$ cat src/hw/rtl/itp_pkg.sv
// ============================================================================
// itp_pkg
// Shared types and constants for the ID3v2 text frame parser: frame
// identifiers, field codes, text encodings and the front-to-back queue item.
// ============================================================================
package itp_pkg;

    // Largest tag body accepted; longer tags end on their first byte
    localparam logic [28:0] MAX_TAG_BYTES = 29'd16777216;

    // Frame header geometry
    localparam logic [3:0]  HDR_IDENT_END = 4'd4;
    localparam logic [3:0]  HDR_SIZE_END  = 4'd8;
    localparam logic [3:0]  HDR_LEN       = 4'd10;
    localparam logic [7:0]  SYNCSAFE_VER  = 8'd4;

    // Configuration register indexes
    localparam logic CFG_MAJOR_VERSION = 1'b0;
    localparam logic CFG_TAG_LENGTH    = 1'b1;

    // Frame identifiers
    localparam logic [31:0] ID_TIT2 = 32'h5449_5432;
    localparam logic [31:0] ID_TPE1 = 32'h5450_4531;
    localparam logic [31:0] ID_TALB = 32'h5441_4C42;
    localparam logic [31:0] ID_TYER = 32'h5459_4552;
    localparam logic [31:0] ID_TDRC = 32'h5444_5243;
    localparam logic [31:0] ID_TCON = 32'h5443_4F4E;
    localparam logic [31:0] ID_TRCK = 32'h5452_434B;

    // Field codes
    localparam logic [2:0] FIELD_TITLE  = 3'd0;
    localparam logic [2:0] FIELD_ARTIST = 3'd1;
    localparam logic [2:0] FIELD_ALBUM  = 3'd2;
    localparam logic [2:0] FIELD_DATE   = 3'd3;
    localparam logic [2:0] FIELD_GENRE  = 3'd4;
    localparam logic [2:0] FIELD_TRACK  = 3'd5;

    // Text encodings
    localparam logic [7:0] ENC_LATIN1   = 8'd0;
    localparam logic [7:0] ENC_UTF16BOM = 8'd1;
    localparam logic [7:0] ENC_UTF16BE  = 8'd2;
    localparam logic [7:0] ENC_UTF8     = 8'd3;

    // Byte order marks and replacement character
    localparam logic [15:0] BOM_BE       = 16'hFEFF;
    localparam logic [15:0] BOM_LE       = 16'hFFFE;
    localparam logic [7:0]  CHAR_REPLACE = 8'h3F;

    // One queue entry: a body byte with its frame context, or a bare stop
    typedef struct packed {
        logic [7:0] data;
        logic       body;
        logic       first;
        logic       last;
        logic [2:0] field;
        logic       known;
        logic       done;
    } t_item;

    typedef struct packed {
        logic       known;
        logic [2:0] code;
    } t_lookup;

    // Map a frame identifier onto a text field
    function automatic t_lookup lookup_field(input logic [31:0] id);
        t_lookup res;
        res.known = 1'b1;
        res.code  = FIELD_TITLE;
        if (id == ID_TIT2) begin
            res.code = FIELD_TITLE;
        end else if (id == ID_TPE1) begin
            res.code = FIELD_ARTIST;
        end else if (id == ID_TALB) begin
            res.code = FIELD_ALBUM;
        end else if (id == ID_TYER || id == ID_TDRC) begin
            res.code = FIELD_DATE;
        end else if (id == ID_TCON) begin
            res.code = FIELD_GENRE;
        end else if (id == ID_TRCK) begin
            res.code = FIELD_TRACK;
        end else begin
            res.known = 1'b0;
        end
        return res;
    endfunction

endpackage

$ cat src/hw/rtl/itp_front.sv
// ============================================================================
// itp_front
// Accepts tag body bytes, walks the frame headers, tracks frame and tag
// bounds, and hands body bytes and stop events to the queue.
// ============================================================================
module itp_front (
    input  logic                 i_clk,
    input  logic                 i_rst_n,
    input  logic                 i_valid,
    output logic                 o_ready,
    input  logic [7:0]           i_data_byte,
    input  logic                 i_tag_start,
    input  logic [7:0]           i_major_version,
    input  logic [24:0]          i_tag_length,
    input  logic                 i_q_full,
    output logic                 o_push,
    output itp_pkg::t_item       o_item
);
    import itp_pkg::*;

    logic [24:0] r_consumed, n_consumed;
    logic [3:0]  r_hdr_idx,  n_hdr_idx;
    logic [31:0] r_ident,    n_ident;
    logic [31:0] r_size_acc, n_size_acc;
    logic [24:0] r_left,     n_left;
    logic [24:0] r_total,    n_total;
    logic [2:0]  r_field,    n_field;
    logic        r_known,    n_known;
    logic        r_in_body,  n_in_body;
    logic        r_stopped,  n_stopped;

    // Effective state after an optional tag_start clear
    logic [24:0] e_consumed;
    logic [3:0]  e_hdr_idx;
    logic [31:0] e_ident;
    logic [31:0] e_size_acc;
    logic        e_in_body;
    logic        e_stopped;

    logic        accept;
    logic        tag_oversize;
    logic        short_now;
    logic        short_next;
    logic [24:0] consumed_inc;
    logic [3:0]  hdr_idx_inc;
    logic [31:0] ident_new;
    logic [31:0] size_new;
    logic [31:0] size_val;
    logic [33:0] frame_end;
    logic [24:0] left_dec;
    logic        first_byte;
    logic        done;
    t_lookup     lk;

    assign o_ready = !i_q_full;
    assign accept  = i_valid && o_ready;

    assign e_consumed = i_tag_start ? '0 : r_consumed;
    assign e_hdr_idx  = i_tag_start ? '0 : r_hdr_idx;
    assign e_ident    = i_tag_start ? '0 : r_ident;
    assign e_size_acc = i_tag_start ? '0 : r_size_acc;
    assign e_in_body  = i_tag_start ? 1'b0 : r_in_body;
    assign e_stopped  = i_tag_start ? 1'b0 : r_stopped;

    // Fewer than a header's worth of bytes left in the tag
    assign tag_oversize = {4'b0, i_tag_length} > MAX_TAG_BYTES;
    assign consumed_inc = e_consumed + 25'd1;
    assign short_now    = tag_oversize ||
                          ({1'b0, e_consumed} + 26'd10 > {1'b0, i_tag_length});
    assign short_next   = tag_oversize ||
                          ({1'b0, consumed_inc} + 26'd10 > {1'b0, i_tag_length});

    // Header field assembly
    assign hdr_idx_inc = e_hdr_idx + 4'd1;
    assign ident_new   = (e_hdr_idx < HDR_IDENT_END) ? {e_ident[23:0], i_data_byte}
                                                      : e_ident;
    assign size_new    = (e_hdr_idx >= HDR_IDENT_END && e_hdr_idx < HDR_SIZE_END)
                         ? {e_size_acc[23:0], i_data_byte} : e_size_acc;

    // Syncsafe sizes OR whole bytes at 7-bit spacing
    always_comb begin
        if (i_major_version == SYNCSAFE_VER) begin
            size_val = {3'b0, size_new[31:24], 21'b0} |
                       {10'b0, size_new[23:16], 14'b0} |
                       {17'b0, size_new[15:8], 7'b0} |
                       {24'b0, size_new[7:0]};
        end else begin
            size_val = size_new;
        end
    end

    assign frame_end  = {9'b0, consumed_inc} + 34'd2 + {2'b0, size_val};
    assign left_dec   = r_left - 25'd1;
    assign first_byte = (r_left == r_total);
    assign lk         = lookup_field(e_ident);

    // Per-byte parse step
    always_comb begin
        n_consumed = r_consumed;
        n_hdr_idx  = r_hdr_idx;
        n_ident    = r_ident;
        n_size_acc = r_size_acc;
        n_left     = r_left;
        n_total    = r_total;
        n_field    = r_field;
        n_known    = r_known;
        n_in_body  = r_in_body;
        n_stopped  = r_stopped;
        done       = 1'b0;
        o_push     = 1'b0;

        o_item       = '0;
        o_item.data  = i_data_byte;
        o_item.field = r_field;
        o_item.known = r_known;

        if (accept) begin
            n_consumed = e_consumed;
            n_hdr_idx  = e_hdr_idx;
            n_ident    = e_ident;
            n_size_acc = e_size_acc;
            n_in_body  = e_in_body;
            n_stopped  = e_stopped;
            if (i_tag_start) begin
                n_left  = '0;
                n_total = '0;
                n_field = FIELD_TITLE;
                n_known = 1'b0;
            end

            if (e_stopped) begin
                // silent until the next tag
            end else if (!e_in_body) begin
                if (e_hdr_idx == '0 && short_now) begin
                    n_stopped = 1'b1;
                    done      = 1'b1;
                end else begin
                    n_ident    = ident_new;
                    n_size_acc = size_new;
                    n_consumed = consumed_inc;
                    n_hdr_idx  = hdr_idx_inc;
                    if (hdr_idx_inc == HDR_IDENT_END && ident_new == '0) begin
                        n_stopped = 1'b1;
                        done      = 1'b1;
                    end else if (hdr_idx_inc == HDR_SIZE_END) begin
                        if (size_val == '0 || frame_end > {9'b0, i_tag_length}) begin
                            n_stopped = 1'b1;
                            done      = 1'b1;
                        end else begin
                            n_total = size_val[24:0];
                        end
                    end else if (hdr_idx_inc >= HDR_LEN) begin
                        n_hdr_idx = '0;
                        n_in_body = 1'b1;
                        n_left    = r_total;
                        n_known   = lk.known && (r_total > 25'd1);
                        n_field   = lk.code;
                    end
                end
                o_push = done;
            end else begin
                // Frame body byte
                n_consumed   = consumed_inc;
                n_left       = left_dec;
                o_item.body  = 1'b1;
                o_item.first = first_byte;
                if (left_dec == '0) begin
                    o_item.last = 1'b1;
                    n_in_body   = 1'b0;
                    n_hdr_idx   = '0;
                    n_ident     = '0;
                    n_size_acc  = '0;
                    if (short_next) begin
                        n_stopped = 1'b1;
                        done      = 1'b1;
                    end
                end
                o_push = 1'b1;
            end
        end
        o_item.done = done;
    end

    // State registers
    always_ff @(posedge i_clk) begin
        if (!i_rst_n) begin
            r_consumed <= '0;
            r_hdr_idx  <= '0;
            r_ident    <= '0;
            r_size_acc <= '0;
            r_left     <= '0;
            r_total    <= '0;
            r_field    <= FIELD_TITLE;
            r_known    <= 1'b0;
            r_in_body  <= 1'b0;
            r_stopped  <= 1'b0;
        end else begin
            r_consumed <= n_consumed;
            r_hdr_idx  <= n_hdr_idx;
            r_ident    <= n_ident;
            r_size_acc <= n_size_acc;
            r_left     <= n_left;
            r_total    <= n_total;
            r_field    <= n_field;
            r_known    <= n_known;
            r_in_body  <= n_in_body;
            r_stopped  <= n_stopped;
        end
    end

endmodule

$ cat src/hw/rtl/itp_queue.sv
// ============================================================================
// itp_queue
// Small register queue between the header walker and the text decoder.
// ============================================================================
module itp_queue #(
    parameter int DEPTH = 4
) (
    input  logic           i_clk,
    input  logic           i_rst_n,
    input  logic           i_push,
    input  itp_pkg::t_item i_item,
    input  logic           i_pop,
    output itp_pkg::t_item o_head,
    output logic           o_full,
    output logic           o_empty
);
    import itp_pkg::*;

    localparam int PW = (DEPTH > 1) ? $clog2(DEPTH) : 1;
    localparam int CW = $clog2(DEPTH + 1);
    localparam logic [PW-1:0] LAST_PTR = PW'(DEPTH - 1);
    localparam logic [CW-1:0] FULL_CNT = CW'(DEPTH);

    t_item         r_mem [DEPTH];
    logic [PW-1:0] r_wr_ptr, n_wr_ptr;
    logic [PW-1:0] r_rd_ptr, n_rd_ptr;
    logic [CW-1:0] r_count,  n_count;
    logic          do_push;
    logic          do_pop;

    assign o_full  = (r_count == FULL_CNT);
    assign o_empty = (r_count == '0);
    assign do_push = i_push && !o_full;
    assign do_pop  = i_pop && !o_empty;
    assign o_head  = r_mem[r_rd_ptr];

    // Pointer and occupancy update
    always_comb begin
        n_wr_ptr = r_wr_ptr;
        n_rd_ptr = r_rd_ptr;
        n_count  = r_count;
        if (do_push) begin
            n_wr_ptr = (r_wr_ptr == LAST_PTR) ? '0 : r_wr_ptr + PW'(1);
        end
        if (do_pop) begin
            n_rd_ptr = (r_rd_ptr == LAST_PTR) ? '0 : r_rd_ptr + PW'(1);
        end
        if (do_push && !do_pop) begin
            n_count = r_count + CW'(1);
        end else if (!do_push && do_pop) begin
            n_count = r_count - CW'(1);
        end
    end

    always_ff @(posedge i_clk) begin
        if (!i_rst_n) begin
            r_wr_ptr <= '0;
            r_rd_ptr <= '0;
            r_count  <= '0;
        end else begin
            r_wr_ptr <= n_wr_ptr;
            r_rd_ptr <= n_rd_ptr;
            r_count  <= n_count;
        end
    end

    // Entry storage
    always_ff @(posedge i_clk) begin
        if (do_push) begin
            r_mem[r_wr_ptr] <= i_item;
        end
    end

endmodule

$ cat src/hw/rtl/itp_back.sv
// ============================================================================
// itp_back
// Decodes text bytes (pass-through or UTF-16 with byte order handling) and
// holds each result in an output register until it is taken.
// ============================================================================
module itp_back (
    input  logic           i_clk,
    input  logic           i_rst_n,
    input  logic           i_q_empty,
    input  itp_pkg::t_item i_head,
    output logic           o_pop,
    output logic           o_valid,
    input  logic           i_ready,
    output logic [2:0]     o_field_code,
    output logic [7:0]     o_char_out,
    output logic           o_value_start,
    output logic           o_char_valid,
    output logic           o_value_end,
    output logic           o_parse_done
);
    import itp_pkg::*;

    logic [7:0] r_enc,     n_enc;
    logic [7:0] r_low,     n_low;
    logic       r_held,    n_held;
    logic       r_first_p, n_first_p;
    logic       r_be,      n_be;
    logic       r_null,    n_null;

    logic       r_valid,   n_valid;
    logic [2:0] r_field;
    logic [7:0] r_char;
    logic       r_vstart, r_cvalid, r_vend, r_done;

    logic       vstart, cvalid, vend, has_res;
    logic [7:0] ch;
    logic [15:0] pair_be;
    logic [15:0] code16;
    logic       skip;

    assign o_pop   = !i_q_empty && (!r_valid || i_ready);
    assign pair_be = {r_low, i_head.data};

    // Text decode of the head entry
    always_comb begin
        n_enc     = r_enc;
        n_low     = r_low;
        n_held    = r_held;
        n_first_p = r_first_p;
        n_be      = r_be;
        n_null    = r_null;
        vstart    = 1'b0;
        cvalid    = 1'b0;
        ch        = '0;
        skip      = 1'b0;
        code16    = r_be ? pair_be : {i_head.data, r_low};

        if (i_head.body) begin
            if (i_head.first) begin
                n_enc     = i_head.data;
                n_held    = 1'b0;
                n_first_p = 1'b1;
                n_be      = (i_head.data == ENC_UTF16BE);
                n_null    = 1'b0;
                vstart    = i_head.known;
            end else if (r_enc == ENC_LATIN1 || r_enc == ENC_UTF8) begin
                ch     = i_head.data;
                cvalid = i_head.known;
            end else if (!r_held) begin
                n_low  = i_head.data;
                n_held = 1'b1;
            end else begin
                n_held = 1'b0;
                // Byte order mark on the first pair of encoding 1
                if (r_first_p) begin
                    n_first_p = 1'b0;
                    if (r_enc == ENC_UTF16BOM) begin
                        if (pair_be == BOM_BE) begin
                            n_be = 1'b1;
                            skip = 1'b1;
                        end else if (pair_be == BOM_LE) begin
                            n_be = 1'b0;
                            skip = 1'b1;
                        end
                    end
                end
                if (!skip && !r_null) begin
                    if (code16 == '0) begin
                        n_null = 1'b1;
                    end else begin
                        ch     = (code16[15:8] == '0) ? code16[7:0] : CHAR_REPLACE;
                        cvalid = i_head.known;
                    end
                end
            end
        end
        vend    = i_head.body && i_head.last && i_head.known;
        has_res = vstart || cvalid || vend || i_head.done;
    end

    // Output register handshake
    always_comb begin
        if (o_pop && has_res) begin
            n_valid = 1'b1;
        end else if (r_valid && !i_ready) begin
            n_valid = 1'b1;
        end else begin
            n_valid = 1'b0;
        end
    end

    always_ff @(posedge i_clk) begin
        if (!i_rst_n) begin
            r_valid   <= 1'b0;
            r_enc     <= '0;
            r_low     <= '0;
            r_held    <= 1'b0;
            r_first_p <= 1'b1;
            r_be      <= 1'b0;
            r_null    <= 1'b0;
        end else begin
            r_valid <= n_valid;
            if (o_pop) begin
                r_enc     <= n_enc;
                r_low     <= n_low;
                r_held    <= n_held;
                r_first_p <= n_first_p;
                r_be      <= n_be;
                r_null    <= n_null;
            end
        end
    end

    // Result payload
    always_ff @(posedge i_clk) begin
        if (o_pop && has_res) begin
            r_field  <= (vstart || cvalid || vend) ? i_head.field : FIELD_TITLE;
            r_char   <= cvalid ? ch : 8'd0;
            r_vstart <= vstart;
            r_cvalid <= cvalid;
            r_vend   <= vend;
            r_done   <= i_head.done;
        end
    end

    assign o_valid       = r_valid;
    assign o_field_code  = r_field;
    assign o_char_out    = r_char;
    assign o_value_start = r_vstart;
    assign o_char_valid  = r_cvalid;
    assign o_value_end   = r_vend;
    assign o_parse_done  = r_done;

endmodule

$ cat src/hw/rtl/id3v2_text_frame_parser.sv
// ============================================================================
// id3v2_text_frame_parser
// ID3v2 frame walker that reports the values of the common text frames.
// ============================================================================
// The block takes one tag body byte per clock and can accept a new byte every
// cycle while the queue has room; each result is registered first as a queue
// entry written by the header walker, then in the output register fed by the
// text decoder. The rate is set by the per-byte header step in the front,
// whose longest path is the frame size add and compare against the tag length,
// and by the decoder popping one queue entry per cycle while the output is not
// stalled. Input ready drops only while the queue is full, which happens only
// when the output side stalls. Configuration writes are taken at once and
// must be made while no byte is in flight.
module id3v2_text_frame_parser #(
    parameter int QUEUE_DEPTH = 4
) (
    input  logic        i_clk,
    input  logic        i_rst_n,
    // configuration
    input  logic        i_cfg_valid,
    output logic        o_cfg_ready,
    input  logic        i_cfg_index,
    input  logic [24:0] i_cfg_data,
    // byte input
    input  logic        i_valid,
    output logic        o_ready,
    input  logic [7:0]  i_data_byte,
    input  logic        i_tag_start,
    // result output
    output logic        o_valid,
    input  logic        i_ready,
    output logic [2:0]  o_field_code,
    output logic [7:0]  o_char_out,
    output logic        o_value_start,
    output logic        o_char_valid,
    output logic        o_value_end,
    output logic        o_parse_done
);
    import itp_pkg::*;

    logic [7:0]  r_major_version;
    logic [24:0] r_tag_length;
    logic        q_push, q_pop, q_full, q_empty;
    t_item       q_in, q_head;

    // Configuration registers
    assign o_cfg_ready = 1'b1;

    always_ff @(posedge i_clk) begin
        if (!i_rst_n) begin
            r_major_version <= 8'd3;
            r_tag_length    <= '0;
        end else if (i_cfg_valid && o_cfg_ready) begin
            case (i_cfg_index)
                CFG_MAJOR_VERSION: r_major_version <= i_cfg_data[7:0];
                CFG_TAG_LENGTH:    r_tag_length    <= i_cfg_data;
                default: ;
            endcase
        end
    end

    itp_front u_front (
        .i_clk           (i_clk),
        .i_rst_n         (i_rst_n),
        .i_valid         (i_valid),
        .o_ready         (o_ready),
        .i_data_byte     (i_data_byte),
        .i_tag_start     (i_tag_start),
        .i_major_version (r_major_version),
        .i_tag_length    (r_tag_length),
        .i_q_full        (q_full),
        .o_push          (q_push),
        .o_item          (q_in)
    );

    itp_queue #(
        .DEPTH (QUEUE_DEPTH)
    ) u_queue (
        .i_clk   (i_clk),
        .i_rst_n (i_rst_n),
        .i_push  (q_push),
        .i_item  (q_in),
        .i_pop   (q_pop),
        .o_head  (q_head),
        .o_full  (q_full),
        .o_empty (q_empty)
    );

    itp_back u_back (
        .i_clk         (i_clk),
        .i_rst_n       (i_rst_n),
        .i_q_empty     (q_empty),
        .i_head        (q_head),
        .o_pop         (q_pop),
        .o_valid       (o_valid),
        .i_ready       (i_ready),
        .o_field_code  (o_field_code),
        .o_char_out    (o_char_out),
        .o_value_start (o_value_start),
        .o_char_valid  (o_char_valid),
        .o_value_end   (o_value_end),
        .o_parse_done  (o_parse_done)
    );

    // Checks
    a_no_push_when_full: assert property (@(posedge i_clk) disable iff (!i_rst_n)
        q_push |-> !q_full)
        else $error("queue push while full");

    a_no_empty_result: assert property (@(posedge i_clk) disable iff (!i_rst_n)
        (o_valid && !o_value_start && !o_char_valid && !o_value_end) |-> o_parse_done)
        else $error("result carries no flag");

    a_char_zero_when_unused: assert property (@(posedge i_clk) disable iff (!i_rst_n)
        (o_valid && !o_char_valid) |-> (o_char_out == 8'd0))
        else $error("char_out nonzero without char_valid");

    a_idle_after_reset: assert property (@(posedge i_clk)
        !i_rst_n |=> !o_valid)
        else $error("result valid right after reset");

endmodule
$ cat config.mk
export PLATFORM = sky130hd
export DESIGN_NAME = id3v2_text_frame_parser
export DESIGN_NICKNAME = d
export VERILOG_FILES = /design/src/hw/rtl/itp_pkg.sv /design/src/hw/rtl/itp_front.sv /design/src/hw/rtl/itp_queue.sv /design/src/hw/rtl/itp_back.sv /design/src/hw/rtl/id3v2_text_frame_parser.sv
export SDC_FILE = /design/constraint.sdc
export NUM_CORES = 1
export LEC_CHECK = 0
export BUFFER_PORTS_ARGS = -buffer_cell sky130_fd_sc_hd__buf_2
export CELL_PAD_IN_SITES_DETAIL_PLACEMENT = 0
export CELL_PAD_IN_SITES_GLOBAL_PLACEMENT = 2
export CORE_MARGIN = 2
export CORE_UTILIZATION = 37
export CTS_BUF_LIST = sky130_fd_sc_hd__clkbuf_4
export CTS_CLUSTER_SIZE = 28
export DETAILED_ROUTE_END_ITERATION = 8
export PLACE_DENSITY = 0.86
export SLEW_MARGIN = 10
export SYNTH_ARGS = -nofsm -noshare
export SYNTH_HDL_FRONTEND = slang
export SYNTH_SLANG_ARGS = --single-unit
$ cat constraint.sdc
create_clock -name i_clk -period 9.3 [get_ports i_clk]
set_clock_uncertainty 0.15 [all_clocks]
set_input_delay 1.395 -clock i_clk [delete_from_list [all_inputs] [get_ports i_clk]]
set_output_delay 1.395 -clock i_clk [all_outputs]
set_load 0.02 [all_outputs]
==> run_results.csv <==
group,metric,value,unit
status,outcome,"finished, final reports clean",
floorplanning,start_util,37.2,%
timing,fin_hold_ws,0.309,ns
placed_design,gp_congestion,0.905,
floorplanning,io_pins,58,
power_and_ir_drop,p_switching,0.00117,W
setup_path,r2r_slack,1.05,ns
clock_network,h-tree-depth,3,
timing,fin_ws,0.850,ns
routing,drt_iter0_markers,1403,
timing,finalCriticalPeriod,8.45,ns
clock_network,cts_hold_buf,0,
routing,routed_wl,59900,um
final_layout,nets,2451,
synthesis,yosysWarnings,0,
floorplanning,die_w,231,um
setup_path,required,9.90,ns
clock_network,cts_max_path_buffers,3,
min_path,min_delay_worst_endpoint,"r_major_version[6]$_SDFFE_PN0P_",
setup_path,critPathKind,"in2reg",
setup_path,cp_top_family,"simple AND/OR/NAND/NOR gates",
clock_network,cts-resized-gates,0,
clock_network,numCtsBuffers,85,
synthesis,syn_inst,2235,
power_and_ir_drop,power_leakage,8.41,nW
timing,period_share,90.9,%
grt,grt_pass1_wl,93400,um
setup_path,worstSetupEndpointType,"register",
routing,drc,0,
setup_path,crit_slowest_cell,"or4_1",
power_and_ir_drop,vdd_ir_drop_max,0.0000784,V
synthesis,synth_most_common_cell,"nand2_1",
setup_path,crit_path_max_incr_delay,0.56,ns
synthesis,synth_area,19000,um2
run,drv_cap,0,
grt,grt.total_usage,22.3,%
placed_design,dp_hpwl,44100,um
final_layout,areaGrowthSynthToFinish,10.5,%
setup_path,r2r_cells,33,
min_path,hold_path_depth,2,
routing,wl_per_cell,19.7,um
synthesis,synth_common_cells,"nand2_1 (324), dfxtp_1 (212), nor2_1 (194), a21oi_1 (165), ha_1 (116)",
power_and_ir_drop,finalPower,0.00347,W
routing,ant_nets,0,
synthesis,synth-edff-count,79,
setup_path,timing.rr.start,"u_front.r_consumed[0]$_SDFFE_PN0P_",
placed_design,post-place-ws,0.181,ns
setup_path,cp.depth,36,
synthesis,synth_flop_cell,"dfxtp_1",
timing,rsz0062_at_grt,"false",
power_and_ir_drop,comb_power_share,23.2,%
setup_path,crit_path_start_kind,"input port",
grt,first_global_vias,16600,
clock_network,cts_setup_buffers,0,
floorplanning,rows,83,
clock_network,cts_tree,"done",
clock_network,clkTransAtPathRegs,0.06,ns
timing,worstMarginPinSlew,1.24,ns
placed_design,portBuffers,56,
final_layout,fillers,5182,
setup_path,timing.rr.end,"u_queue.r_count[2]$_SDFFE_PN0P_",
synthesis,async_flop_share,0,%
min_path,min_from,"r_major_version[6]$_SDFFE_PN0P_",
clock_network,cts_sinks,291,
setup_path,cp_data_arrival_time,9.05,ns
setup_path,crit_buf_inv,5,
power_and_ir_drop,power.share.switching,33.8,%
clock_network,clock_latency,0.82,ns
grt,gr-total-overflow,0,
synthesis,ys_types,93,
timing,finalSetupViolCount,0,
timing,tns,0,ns
timing,fmax,118,MHz
synthesis,ys_ff_latch,291,
power_and_ir_drop,seqPwrFrac,42.7,%
grt,grt_max_degree,52,
setup_path,critical_path.max_fanout,9,
min_path,hold_path.class,"reg2reg",
timing,max_slew_margin,16.1,%
synthesis,synth_top_cell_by_area,"dfxtp_1",
timing,final-max-slew-violation-count,0,
synthesis,yosys-top-cells-area,"dfxtp_1 (22%), edfxtp_1 (12%), ha_1 (7.6%)",
clock_network,cts.root.buffer_cell,"clkbuf_4",
timing,hold_viol,0,
synthesis,yosysTopAreaCellShare,22.3,%
synthesis,syn_area_per_cell,8.50,um2
routing,vias,17200,
final_layout,final_layout_size_suffix_gt1_share,12.5,%
synthesis,syn_nets,2393,
power_and_ir_drop,p_clk_share,34.1,%
routing,avgViaCountPerCell,5.66,
power_and_ir_drop,p_int,0.00230,W
grt,grt_antenna_before_repair,3,
floorplanning,die_area,53200,um2
floorplanning,core_area,51000,um2
routing,drt_first_pass_iters,5,
synthesis,yosysSeqAreaShare,34.8,%
power_and_ir_drop,power_density,166,nW/um2
floorplanning,dieHeight,231,um
-- worst max-delay path by stage --
stage                startpoint  slack (ns)                         endpoint
floorplan           i_tag_start        0.07  u_queue.r_count[2]$_SDFFE_PN0P_
global placement    i_tag_start        0.34  u_queue.r_count[2]$_SDFFE_PN0P_
detailed placement  i_tag_start        0.18  u_queue.r_count[2]$_SDFFE_PN0P_
CTS                 i_tag_start        1.04  u_queue.r_count[2]$_SDFFE_PN0P_
global route        i_tag_start        0.28  u_queue.r_count[2]$_SDFFE_PN0P_
finish              i_tag_start        0.85  u_queue.r_count[2]$_SDFFE_PN0P_
-- cell type report --
cell class	count	area, um2	share of cell area (%)
diodes	5	12.5	0.0596
well taps	680	851	4.05
flip-flops and latches	291	6620	31.5
clock inverters	25	124	0.590
repair buffers	99	606	2.88
clock buffers	123	923	4.40
multi-input cells	1753	11600	55.4
inverters	63	236	1.13
-- worst min-delay path: stages, from the launching register on --
cell and delay [ns]:
dfxtp_1 0.31, nand2_1 0.05, a21oi_1 0.05
-- metal layers --
metal	up-vias	global-route usage (%)	wire length (um)	share of wire (%)
met3	118	4.51	3490	5.8
li1	8315	-	-	-
met1	8253	28.5	26400	44
met5	-	0	0	0
met2	515	36.3	27600	46
met4	0	10.2	2350	3.9
-- power by group through the flow --
stage          clock, W  sequential, W  combinational (W)
2_1_floorplan         0        0.00153           0.000540
3_3_place_gp          0        0.00151           0.000801
3_5_place_dp          0        0.00151           0.000806
4_1_cts         0.00123        0.00148           0.000809
5_1_grt         0.00129        0.00149           0.000888
6_report        0.00119        0.00148           0.000806
-- sequential cells by signal, summed over array words and instances, names as in the netlist, 25 cells and up, named ones only --
name                flops
u_front.r_ident        32
u_front.r_total        25
u_front.r_size_acc     32
u_front.r_left         25
r_tag_length           25
u_queue.r_mem          64
u_front.r_consumed     25
-- cells by family after synthesis --
logic type / after synthesis / synth area share [%]
and+or+nand+nor: 901 / 23.4
AOI/OAI and AO/OA: 518 / 18.4
DFF: 291 / 34.8
buffers and inverters: 191 / 4.09
xor gates and xnor gates: 143 / 6.60
adders and majority gates: 118 / 7.85
muxes: 72 / 4.87
other: 1 / 0.0197
-- layout by cell type, fill, tap and decap left out, types with 9 or more instances in the layout --
master and n:
clkinv_1 18, nor2b_1 25, edfxtp_1 79, and3_1 30, o31ai_1 13, o21a_1 13, nand3_1 56, or4_1 12
and2_1 21, nand4b_1 9, buf_2 55, dfxtp_1 212, buf_4 44, a211oi_1 19, nor4_1 42, inv_1 60
ha_1 116, xor2_1 52, a31oi_1 10, nor2_1 193, nand2_1 324, o21ai_0 72, mux4_2 16, a21oi_1 164
nand4_1 37, a22o_1 100, xnor2_1 90, nor3_1 57, nand2b_1 12, or3_1 19, o22ai_1 18, mux2i_1 53
clkbuf_4 123, a21o_1 20
-- through the flow --
stage                     instances  util, %  instance area (um2)
after CTS                      3034     41.1                21000
after global placement         2886     39.1                19900
after global routing           3039     41.2                21000
final                          3039     41.2                21000
after detailed placement       2886     39.1                19900
after floorplan                2235        -                19000
Power figures use the tool's default switching activity.
